[src/rtl/bqpe_pkg.sv]
// ---------------------------------------------------------------------------
// bqpe_pkg
// Shared constants and the control struct that travels with each beat
// through the quintic Bezier evaluator pipeline.
// ---------------------------------------------------------------------------
package bqpe_pkg;

    localparam int DEGREE       = 5;
    localparam int NPTS         = DEGREE + 1;
    localparam int NAXES        = 2;
    localparam int AXIS_X       = 0;
    localparam int AXIS_Y       = 1;
    localparam int OUT_BITS     = 24;
    localparam int POINT_FRAC   = 8;
    localparam int LIMB_BITS    = 24;
    localparam int CFG_IDX_BITS = 3;

    // endpt: parameter was at or above one, result is control point 5
    typedef struct packed {
        logic valid;
        logic endpt;
    } bqpe_ctl_t;

endpackage

[src/rtl/bqpe_round.sv]
// ---------------------------------------------------------------------------
// bqpe_round
// Output stage: round half up to 8 fraction bits, endpoint select,
// saturation to 24 bits, output register.
// ---------------------------------------------------------------------------
module bqpe_round #(
    parameter int CB = 16,
    parameter int TF = 16
) (
    input  logic                                                   aclk,
    input  logic                                                   aresetn,
    input  bqpe_pkg::bqpe_ctl_t                                    in_ctl,
    output logic                                                   in_ready,
    input  logic [bqpe_pkg::NAXES-1:0][CB+bqpe_pkg::DEGREE*TF-1:0] in_vals,
    input  logic [bqpe_pkg::NAXES-1:0][CB-1:0]                     p5,
    output logic                                                   out_valid,
    input  logic                                                   out_ready,
    output logic signed [bqpe_pkg::OUT_BITS-1:0]                   out_x,
    output logic signed [bqpe_pkg::OUT_BITS-1:0]                   out_y
);
    import bqpe_pkg::*;

    localparam int W  = CB + DEGREE * TF;
    localparam int SH = DEGREE * TF - POINT_FRAC;
    localparam int RW = W - SH;
    localparam logic [W-1:0] HALF = {{(W-SH){1'b0}}, 1'b1, {(SH-1){1'b0}}};

    logic                                   v_reg;
    logic [NAXES-1:0][OUT_BITS-1:0]         o_reg, o_next;
    logic                                   rdy;

    assign rdy      = !v_reg || out_ready;
    assign in_ready = rdy;

    genvar a;
    generate
        for (a = 0; a < NAXES; a++) begin : g_axis
            logic [W-1:0]  rnd;
            logic [RW-1:0] sel;

            assign rnd = in_vals[a] + HALF;
            assign sel = in_ctl.endpt ? {p5[a], {POINT_FRAC{1'b0}}} : rnd[W-1:SH];

            if (RW > OUT_BITS) begin : g_sat
                localparam logic [RW-1:0] MAXV =
                    {{(RW-OUT_BITS+1){1'b0}}, {(OUT_BITS-1){1'b1}}};
                localparam logic [RW-1:0] MINV = ~MAXV;
                always_comb begin
                    if ($signed(sel) > $signed(MAXV))
                        o_next[a] = MAXV[OUT_BITS-1:0];
                    else if ($signed(sel) < $signed(MINV))
                        o_next[a] = MINV[OUT_BITS-1:0];
                    else
                        o_next[a] = sel[OUT_BITS-1:0];
                end
            end else begin : g_ext
                assign o_next[a] = OUT_BITS'($signed(sel));
            end
        end
    endgenerate

    always_ff @(posedge aclk) begin
        if (!aresetn) begin
            v_reg <= 1'b0;
        end else if (rdy) begin
            v_reg <= in_ctl.valid;
        end
    end

    always_ff @(posedge aclk) begin
        if (rdy && in_ctl.valid) begin
            o_reg <= o_next;
        end
    end

    assign out_valid = v_reg;
    assign out_x     = o_reg[AXIS_X];
    assign out_y     = o_reg[AXIS_Y];

endmodule

[config.mk]
export PLATFORM = sky130hd
export DESIGN_NAME = bqpe_round
export DESIGN_NICKNAME = d
export VERILOG_FILES = /design/src/rtl/bqpe_pkg.sv /design/src/rtl/bqpe_round.sv
export SDC_FILE = /design/constraint.sdc
export NUM_CORES = 1
export LEC_CHECK = 0
export ABC_CLOCK_PERIOD_IN_PS = 3200
export BUFFER_PORTS_ARGS = -buffer_cell sky130_fd_sc_hd__buf_2
export CAP_MARGIN = 20
export CORE_MARGIN = 10
export CORE_UTILIZATION = 30
export DETAILED_ROUTE_END_ITERATION = 10
export GPL_TIMING_DRIVEN = 0
export PLACE_DENSITY = 0.72
export SLEW_MARGIN = 30
export SYNTH_ARGS = -nofsm -noshare
export SYNTH_HDL_FRONTEND = slang
export SYNTH_SLANG_ARGS = --single-unit
[constraint.sdc]
create_clock -name aclk -period 3.2 [get_ports aclk]
set_clock_uncertainty 0.1 [all_clocks]
set_input_delay 0.16 -clock aclk [delete_from_list [all_inputs] [get_ports aclk]]
set_output_delay 0.16 -clock aclk [all_outputs]
set_load 0.01 [all_outputs]
==> impl_summary.txt, run 1 <==
----------------------------------------------------
[Run status]
  Status ... finished, final reports clean

[Place]
  Number of buffers added on ports ... 135
  Number of placed cells counting well taps ... 552
  Final HPWL DP ... 8.03 mm
  Placement-stage worst setup slack ... 1.14 ns
  Final weighted congestion in routability-driven placement ... 0.915

[Worst setup path]
  Slowest CP cell ... sky130_fd_sc_hd__or4_1
  List of cells traversed by the critical path ... buf_2, ha_1, nand4_1, or4_1, or3_1, a31oi_1
  Required @ worst endpoint ... 3.25 ns
  Maximum cell stage delay along the critical path ... 0.62 ns
  Critical path data arrival time ... 1.81 ns
  Startpoint-to-endpoint class of the critical path ... primary input to flip-flop
  Crit start category ... primary input
  Maximum fanout along the worst path ... 7
  Crit end category ... flip-flop

[Synth]
  Synthesized netlist cell count ... 288
  EDFF count, synth ... 48
  Library cell occupying the most area in the post-synthesis netlist ... sky130_fd_sc_hd__edfxtp_1
  Async set or reset register ratio after synthesis ... 0
  Main synth FF type ... sky130_fd_sc_hd__edfxtp_1
  Cell Area, Synth ... 0.00287 sq mm
  Number of warnings reported in the yosys synthesis log ... 0
  Leading post-synthesis cells by cell area ... sky130_fd_sc_hd__edfxtp_1 50%, sky130_fd_sc_hd__xor2_1 5.2%, sky130_fd_sc_hd__nor2_1 4.6%
  Flops & latches, synth ... 49
  Post-synthesis sequential area ratio ... 0.509
  Share of Yosys cell area claimed by the top area cell type ... 0.502
  Nets in the synthesized netlist ... 519
  Post-Syn Area per Cell ... 9.97 sq um
  Number of distinct standard cells referenced by the synthesized netlist ... 34

[Clock network]
  Root buffer cell ... sky130_fd_sc_hd__clkbuf_8
  Number of resized instances in the post-cts repair step ... 0
  TritonCTS clock tree ... done
  Maximum root-to-sink buffer count ... 2
  Clk_lat worst skew ... 0.29 ns
  Number of sinks handled by clock tree synthesis ... 49
  Post-CTS setup buffer count ... 0
  CTS H-tree depth ... 2
  Clock buffer count from CTS ... 5
  Register clock-pin slew on the reported worst setup and hold paths ... 0.09 ns
  Post-CTS Hold Buffers ... 0

[Layout]
  Diodes inserted ... 0
  Area growth syn-to-layout ... 32.8%
  Share of layout cells above drive strength 1 ... 0.343
  Filler cell count in the final layout ... 976
  Final cell count without fillers ... 560
  Final net count ... 661

[Pwr]
  Static power due to leakage ... 1.48 nW
  Total power per unit cell area ... 379 mW/mm^2
  IR Drop Worst-Case VDD ... 0.000184 V

[Global route]
  Number of global-route vias before repair ... 2,849
  Number of antenna violations at the first check in global routing ... 1
  Pin count of the biggest net entering global routing ... 49
  Gr usage total ... 0.135
  Global-route wire length before repair ... 15.3 mm
  Global route overflow ... 0

[Routing]
  Via count ... 2,809
  Post-DRT Antenna Nets ... 0
  Total routed wirelength ... 9.80 mm
  First-iteration detailed-routing DRC count ... 170
  Via-per-instance ratio ... 5.02
  Number of iterations in the first detailed-routing pass ... 4
  Wirelength per Cell ... 17.5 um
  Post-route DRC violation count ... 0

[STA]
  Pins Over Slew Limit ... 0
  Worst slew margin relative to its limit ... 0.588
  WHS ... 0.0134 ns
  RSZ-0062 raised after global routing ... false
  Number of failing hold endpoints at the final stage ... 0
  Final setup violation count ... 0
  Max Freq ... 0.567 GHz
  Setup WS post-layout ... 1.44 ns
  Min Clock Period, post-route ... 1.76 ns
  Least-Margin Pin Slew ... 0.618 ns
  Share of the clock period used by the worst path after layout ... 0.551
  Final setup TNS ... 0 ns

[Die]
  Starting utilization of the core area ... 0.309
  Boundary Pins ... 279
  Vertical extent of the die ... 118 um
  Die Outline Area ... 0.0139 sq mm
  FP Rows ... 35
  Die boundary width ... 118 um
  Core box area ... 0.00928 sq mm

[Worst hold path]
  Tightest Hold Check Type ... primary input to flip-flop

[Run]
  Number of violations of the max-capacitance limit ... 0

----------------------------------------------------
[cells in the mapped netlist, types with 2 or more instances]
library cell               instances
sky130_fd_sc_hd__o21ai_0          17
sky130_fd_sc_hd__ha_1              2
sky130_fd_sc_hd__nand3_1          21
sky130_fd_sc_hd__o211ai_1          3
sky130_fd_sc_hd__edfxtp_1         48
sky130_fd_sc_hd__and3_1            4
sky130_fd_sc_hd__and4_1            8
sky130_fd_sc_hd__or4_1            14
sky130_fd_sc_hd__nand4_1          13
sky130_fd_sc_hd__xnor2_1           6
sky130_fd_sc_hd__nand4b_1          2
sky130_fd_sc_hd__nor4_1            3
sky130_fd_sc_hd__nor2_1           35
sky130_fd_sc_hd__and2_1            4
sky130_fd_sc_hd__inv_1             5
sky130_fd_sc_hd__o31ai_1           9
sky130_fd_sc_hd__or3_1             6
sky130_fd_sc_hd__xor2_1           17
sky130_fd_sc_hd__clkbuf_1          9
sky130_fd_sc_hd__nor2b_1           2
sky130_fd_sc_hd__a31oi_1          20
sky130_fd_sc_hd__nand2_1          28
[sequential cells by signal (all words and copies together) (netlist names)]
name	cells
out_x	24
out_valid	1
out_y	24
[cells in the final DEF, fill, tap and decap left out, types with 13 or more instances in the layout]
cell,n
sky130_fd_sc_hd__buf_2,136
sky130_fd_sc_hd__or4_1,14
sky130_fd_sc_hd__nand4_1,13
sky130_fd_sc_hd__edfxtp_1,48
sky130_fd_sc_hd__xor2_1,17
sky130_fd_sc_hd__o21ai_0,17
sky130_fd_sc_hd__a31oi_1,20
sky130_fd_sc_hd__nor2_1,35
sky130_fd_sc_hd__nand2_1,28
sky130_fd_sc_hd__nand3_1,21
[worst paths after layout]
path | startpoint | to | slack, ns | depth (start not counted)
max reg2reg | out_valid | out_x[6] | 1.75 | 2
max | in_vals[167] | out_y[23] | 1.44 | 6
min reg2reg | out_valid | out_valid | 0.44 | 2
min | aresetn | out_valid | 0.01 | 2
[where the power goes]
| part | switching, W | internal, W |
|---|---|---|
| Combinational | 0.000168 | 0.000110 |
| Sequential | 0.0000106 | 0.000760 |
| Clock | 0.000200 | 0.000196 |
| Total | 0.000379 | 0.00107 |
[critical path, delay by kind of cell]
family | cells | cell delay, ns
buf+inv | 1 | 0.11
simple gates | 3 | 1.16
fa+ha+maj | 1 | 0.22
compound gates | 1 | 0.16
[per-layer routing]
| layer | GRT usage | vias up | wire, um | share of wire |
|---|---|---|---|---|
| met5 | 0 | - | 13 | 0.0013 |
| met4 | 0.0270 | 2 | 72 | 0.0073 |
| met3 | 0.0532 | 8 | 979 | 0.10 |
| met2 | 0.205 | 133 | 4130 | 0.42 |
| met1 | 0.177 | 1267 | 4600 | 0.47 |
| li1 | - | 1399 | - | - |
[stage by stage]
step,utilization,cell area [sq um],power [W]
after global routing,0.411,3810,0.00152
after global placement,0.400,3710,0.00106
final,0.411,3810,0.00144
after CTS,0.411,3810,0.00147
after detailed placement,0.400,3710,0.00107
after floorplan,-,2870,0.000908
[cell families (layout without fill, tap and decap cells)]
family / Yosys count / count (layout) / share of synthesized area
and+or+nand+nor: 145 / 145 / 0.274
AOI/OAI and AO/OA: 52 / 52 / 0.113
DFF: 49 / 49 / 0.509
xor gates and xnor gates: 23 / 23 / 0.0701
buffers and inverters: 16 / 159 / 0.0213
adders and majority gates: 2 / 2 / 0.00871
muxes: 1 / 1 / 0.00392
[area by class of cell]
class,count,area [sq um],area share
Buffer,10,38.8,0.0102
Timing Repair Buffer,135,676,0.177
Sequential cell,49,1460,0.383
Inverter,6,22.5,0.00591
Clock inverter,1,5.00,0.00131
Tap cell,129,161,0.0423
Multi-Input combinational cell,223,1350,0.355
Clock buffer,7,96.3,0.0253
(Power assumes the default switching activity.)
==> run 2: changes to the inputs <==
--- a/config.mk
+++ b/config.mk
@@ -5,14 +5,14 @@
 export SDC_FILE = /design/constraint.sdc
 export NUM_CORES = 1
 export LEC_CHECK = 0
-export ABC_CLOCK_PERIOD_IN_PS = 3200
+export ABC_CLOCK_PERIOD_IN_PS = 1600
 export BUFFER_PORTS_ARGS = -buffer_cell sky130_fd_sc_hd__buf_2
 export CAP_MARGIN = 20
 export CORE_MARGIN = 10
 export CORE_UTILIZATION = 30
 export DETAILED_ROUTE_END_ITERATION = 10
 export GPL_TIMING_DRIVEN = 0
-export PLACE_DENSITY = 0.72
+export PLACE_DENSITY = 0.74
 export SLEW_MARGIN = 30
 export SYNTH_ARGS = -nofsm -noshare
 export SYNTH_HDL_FRONTEND = slang
==> constraint.sdc (replaced) <==
create_clock -name aclk -period 1.6 [get_ports aclk]
set_clock_uncertainty 0.1 [all_clocks]
set_input_delay 0.08 -clock aclk [delete_from_list [all_inputs] [get_ports aclk]]
set_output_delay 0.08 -clock aclk [all_outputs]
set_load 0.01 [all_outputs]
==> impl_summary.txt, run 2 (synthesis results as in run 1) <==
----------------------------------------------------
[Place]
  Number of buffers added on ports ... 135
  Placement-stage worst setup slack ... -0.401 ns
  Final HPWL DP ... 8.02 mm
  Final weighted congestion in routability-driven placement ... 0.923

[Die]
  Vertical extent of the die ... 118 um
  Core box area ... 0.00928 sq mm
  Starting utilization of the core area ... 0.309
  Die boundary width ... 118 um
  FP Rows ... 35
  Die Outline Area ... 0.0139 sq mm
  Boundary Pins ... 279

[Worst setup path]
  Worst setup path start ... in_vals[176]
  Required @ worst endpoint ... 1.65 ns
  Count of cells along the worst register-to-register path ... 2
  Crit start category ... primary input
  Startpoint-to-endpoint class of the critical path ... primary input to flip-flop
  Start of the worst register-to-register path ... out_valid
  Maximum fanout along the worst path ... 9
  Crit end category ... flip-flop
  Critical path data arrival time ... 1.64 ns

[Layout]
  Diodes inserted ... 0
  Top library cells by usage in the layout, fill and taps aside ... 129 x sky130_fd_sc_hd__buf_2, 48 x sky130_fd_sc_hd__edfxtp_1, 35 x sky130_fd_sc_hd__nor2_1, 28 x sky130_fd_sc_hd__nand2_1, 20 x sky130_fd_sc_hd__nand3_1
  Final core occ ... 0.443
  Share of layout cells above drive strength 1 ... 0.366
  Most common cell after layout, fill and taps aside ... sky130_fd_sc_hd__buf_2
  Final net count ... 681
  Filler cell count in the final layout ... 938
  Area growth syn-to-layout ... 43.1%

[Routing]
  Post-route DRC violation count ... 0
  Via count ... 2,935
  First-iteration detailed-routing DRC count ... 174
  Wirelength per Cell ... 17.8 um
  Total routed wirelength ... 10.3 mm
  Via-per-instance ratio ... 5.06
  Number of iterations in the first detailed-routing pass ... 5
  Post-DRT Antenna Nets ... 0

[STA]
  Share of the clock period used by the worst path after layout ... 0.998
  Min Clock Period, post-route ... 1.60 ns
  Least-Margin Pin Slew ... 0.631 ns
  Max Freq ... 0.627 GHz
  Final setup violation count ... 0
  Setup WS post-layout ... 0.00398 ns
  Pins Over Slew Limit ... 0
  WHS ... 0.00659 ns
  Number of failing hold endpoints at the final stage ... 0
  Worst slew margin relative to its limit ... 0.575

[Global route]
  Global-route wire length before repair ... 15.9 mm
  Gr usage total ... 0.140
  Pin count of the biggest net entering global routing ... 49
  Global route overflow ... 0
  Number of global-route vias before repair ... 2,940
  Number of antenna violations at the first check in global routing ... 0

[Worst hold path]
  Worst hold path stage count ... 3
  Hold Path Origin ... p5[17]
  Tightest Hold Check Type ... primary input to flip-flop

[Clock network]
  Number of sinks handled by clock tree synthesis ... 49
  Maximum root-to-sink buffer count ... 2
  CTS H-tree depth ... 2
  Register clock-pin slew on the reported worst setup and hold paths ... 0.09 ns
  Root buffer cell ... sky130_fd_sc_hd__clkbuf_8
  TritonCTS clock tree ... done
  Clock buffer count from CTS ... 5
  Clk_lat worst skew ... 0.30 ns

[Run status]
  Status ... finished, final reports clean

[Pwr]
  Total power per unit cell area ... 748 mW/mm^2
  Static power due to leakage ... 1.59 nW
  IR Drop Worst-Case VDD ... 0.000394 V

[Run]
  Number of violations of the max-capacitance limit ... 0

----------------------------------------------------
run 2: critical path, stage by stage:
cell and delay [ns]:
sky130_fd_sc_hd__buf_6 0.10, sky130_fd_sc_hd__nand2_1 0.10, sky130_fd_sc_hd__or4_4 0.59, sky130_fd_sc_hd__or4_4 0.56, sky130_fd_sc_hd__a31oi_4 0.21
run 2: area by class of cell:
class	instances	area, sq um	area share
clock inverter	1	30.0	0.00731
tap	129	161	0.0393
clock buffer	7	86.3	0.0210
buffer	10	46.3	0.0113
multi-input combinational	223	1410	0.342
sequential	49	1460	0.356
inverter	6	22.5	0.00548
timing repair buffer	155	897	0.218
run 2: path summary, 6_finish.rpt:
| path | endpoint | slack [ns] |
|---|---|---|
| setup / recovery | out_y[17] | 0.004 |
| hold / removal | out_y[9] | 0.007 |
| setup reg to reg | out_x[0] | 0.10 |
| hold reg to reg | out_y[22] | 0.94 |
run 2: through the flow:
step / TNS, ns / instances / power (W) / cell area, sq um
after CTS: 0 / 575 / 0.00308 / 4010
after floorplan: -0.0564 / 288 / 0.00182 / 2890
after detailed placement: -5.04 / 552 / 0.00213 / 3730
after global routing: -0.0307 / 580 / 0.00322 / 4110
final: 0 / 580 / 0.00307 / 4110
after global placement: -4.31 / 552 / 0.00212 / 3730
run 2: report_power, final:
part / switching, W / internal [W]
clock network: 0.000408 / 0.000510
registers: 0.0000194 / 0.00152
logic: 0.000356 / 0.000261
run 2: per-layer routing:
layer	routed length, um	part of all wire	vias to the layer above	global-route usage
li1	-	-	1436	-
met1	4640	0.45	1336	0.184
met2	4560	0.44	157	0.211
met3	1060	0.10	6	0.0528
met4	80	0.0077	0	0.0301
met5	0	0	-	0
run 2: repair_timing:
item | in CTS | in global routing
gates cloned | 0 | 0
setup buffers | 3 | 5
hold endpoints to repair | 11 | 0
endpoints found under the setup margin | 5 | 6
gates resized for setup | 7 | 17
pin swaps | 4 | 11
hold buffers | 12 | 0
==> run 3: changes to the inputs <==
==> constraint.sdc (replaced) <==
create_clock -name aclk -period 1.6 [get_ports aclk]
set_clock_uncertainty 0.1 [all_clocks]
set_input_delay 0.24 -clock aclk [delete_from_list [all_inputs] [get_ports aclk]]
set_output_delay 0.24 -clock aclk [all_outputs]
set_load 0.01 [all_outputs]
==> impl_summary.txt, run 3 (synthesis results as in run 1) <==
----------------------------------------------------
[Run status]
  Status ... finished, violations left
  Violations in the final reports ... negative setup slack

[Clock network]
  Number of sinks handled by clock tree synthesis ... 49
  Clock buffer count from CTS ... 5
  Root buffer cell ... sky130_fd_sc_hd__clkbuf_8
  TritonCTS clock tree ... done
  Maximum root-to-sink buffer count ... 2
  Post-CTS Hold Buffers ... 0
  Clk_lat worst skew ... 0.29 ns
  Register clock-pin slew on the reported worst setup and hold paths ... 0.09 ns
  CTS H-tree depth ... 2

[Place]
  Final HPWL DP ... 8.03 mm
  Placement-stage worst setup slack ... -0.575 ns
  Standard cell area after detailed placement ... 0.00377 sq mm
  Number of buffers added on ports ... 135
  Final weighted congestion in routability-driven placement ... 0.860

[Routing]
  Via count ... 2,973
  Via-per-instance ratio ... 5.13
  Post-DRT Antenna Nets ... 0
  Total routed wirelength ... 10.9 mm
  First-iteration detailed-routing DRC count ... 187
  Number of iterations in the first detailed-routing pass ... 4
  Wirelength per Cell ... 18.7 um
  Post-route DRC violation count ... 0

[Layout]
  Top library cells by usage in the layout, fill and taps aside ... 116 x sky130_fd_sc_hd__buf_2, 48 x sky130_fd_sc_hd__edfxtp_1, 34 x sky130_fd_sc_hd__nor2_1, 26 x sky130_fd_sc_hd__nand2_1, 20 x sky130_fd_sc_hd__nand3_1
  Diodes inserted ... 0
  Filler cell count in the final layout ... 913
  Finished Cell Area ... 0.00427 sq mm
  Final net count ... 681
  Area growth syn-to-layout ... 48.7%
  Share of layout cells above drive strength 1 ... 0.419
  Most common cell after layout, fill and taps aside ... sky130_fd_sc_hd__buf_2

[STA]
  Pins Over Slew Limit ... 0
  Min Clock Period, post-route ... 1.68 ns
  Final setup violation count ... 5
  Share of the clock period used by the worst path after layout ... 1.05
  Setup WS post-layout ... -0.0790 ns
  Final setup TNS ... -0.139 ns
  Worst slew margin relative to its limit ... 0.509
  Least-Margin Pin Slew ... 0.730 ns
  RSZ-0062 raised after global routing ... true
  Max Freq ... 0.596 GHz
  Number of failing hold endpoints at the final stage ... 0

[Pwr]
  Total power per unit cell area ... 696 mW/mm^2
  Static power due to leakage ... 1.65 nW
  IR Drop Worst-Case VDD ... 0.000338 V

[Global route]
  Global-route wire length before repair ... 16.3 mm
  Pin count of the biggest net entering global routing ... 49
  Number of antenna violations at the first check in global routing ... 0
  Gr usage total ... 0.144
  Global route overflow ... 0
  Number of global-route vias before repair ... 3,081

[Worst setup path]
  Crit path max-delay family ... simple AND/OR/NAND/NOR gates
  Required @ worst endpoint ... 1.65 ns
  Critical path data arrival time ... 1.73 ns
  Maximum fanout along the worst path ... 4
  Crit end category ... flip-flop
  Maximum cell stage delay along the critical path ... 0.58 ns
  Dominant cell type by count on the critical path ... sky130_fd_sc_hd__or4_4
  Critical path buffers and inverters ... 1
  Crit start category ... primary input
  Slowest CP cell ... sky130_fd_sc_hd__or4_4
  Startpoint-to-endpoint class of the critical path ... primary input to flip-flop
  List of cells traversed by the critical path ... buf_4, nand2_2, or4_4, or4_4, a31oi_4

[Die]
  Vertical extent of the die ... 118 um
  Boundary Pins ... 279
  Starting utilization of the core area ... 0.309
  Die Outline Area ... 0.0139 sq mm
  Die boundary width ... 118 um
  FP Rows ... 35
  Core box area ... 0.00928 sq mm

[Run]
  Number of violations of the max-capacitance limit ... 0

[Worst hold path]
  Tightest Hold Check Type ... primary input to flip-flop

----------------------------------------------------
run 3: metrics by stage:
| stage | total power [W] | utilization | std cells | hold WS [ns] |
|---|---|---|---|---|
| after floorplan | 0.00182 | - | 288 | 0.279 |
| after global placement | 0.00213 | 0.407 | 552 | 0.395 |
| after detailed placement | 0.00214 | 0.407 | 552 | 0.402 |
| after CTS | 0.00296 | 0.441 | 574 | 0.0700 |
| after global routing | 0.00312 | 0.460 | 580 | 0.0746 |
| final | 0.00297 | 0.460 | 580 | 0.0828 |
run 3: path summary, 6_finish.rpt:
kind / startpoint / end / slack (ns) / cells after the start
worst max-delay path: in_vals[183] / out_y[17] / -0.08 / 5
worst min-delay path: aresetn / out_valid / 0.08 / 2
worst max register to register: out_valid / out_y[15] / 0.12 / 2
worst min register to register: out_valid / out_valid / 0.49 / 2
run 3: cell type report:
type                            instances  area, sq um  share of cell area
Buffer                                 10         63.8              0.0149
Clock buffer                            8         90.1              0.0211
Inverter                                6         22.5             0.00527
Multi-Input combinational cell        224         1500               0.351
Sequential cell                        49         1460               0.342
Tap cell                              129          161              0.0378
Timing Repair Buffer                  154          975               0.228
run 3: what timing repair did:
item	4_1_cts	5_1_grt
pin swaps	13	13
endpoints found under the setup margin	8	30
resized for setup	37	31
cloned	1	1
buffers inserted	13	6
run 3: per-layer routing:
layer,wire (um),part of all wire,GRT usage
met4,88,0.0081,0.0263
met1,4870,0.45,0.182
met5,0,0,0
met2,4840,0.45,0.227
met3,1060,0.097,0.0600
run 3: report_power, final:
group	leakage [nW]	switching [W]	internal, W	total (W)
clock	0.0455	0.000418	0.000354	0.000773
sequential	0.476	0.0000188	0.00152	0.00154
combinational	1.13	0.000370	0.000293	0.000664
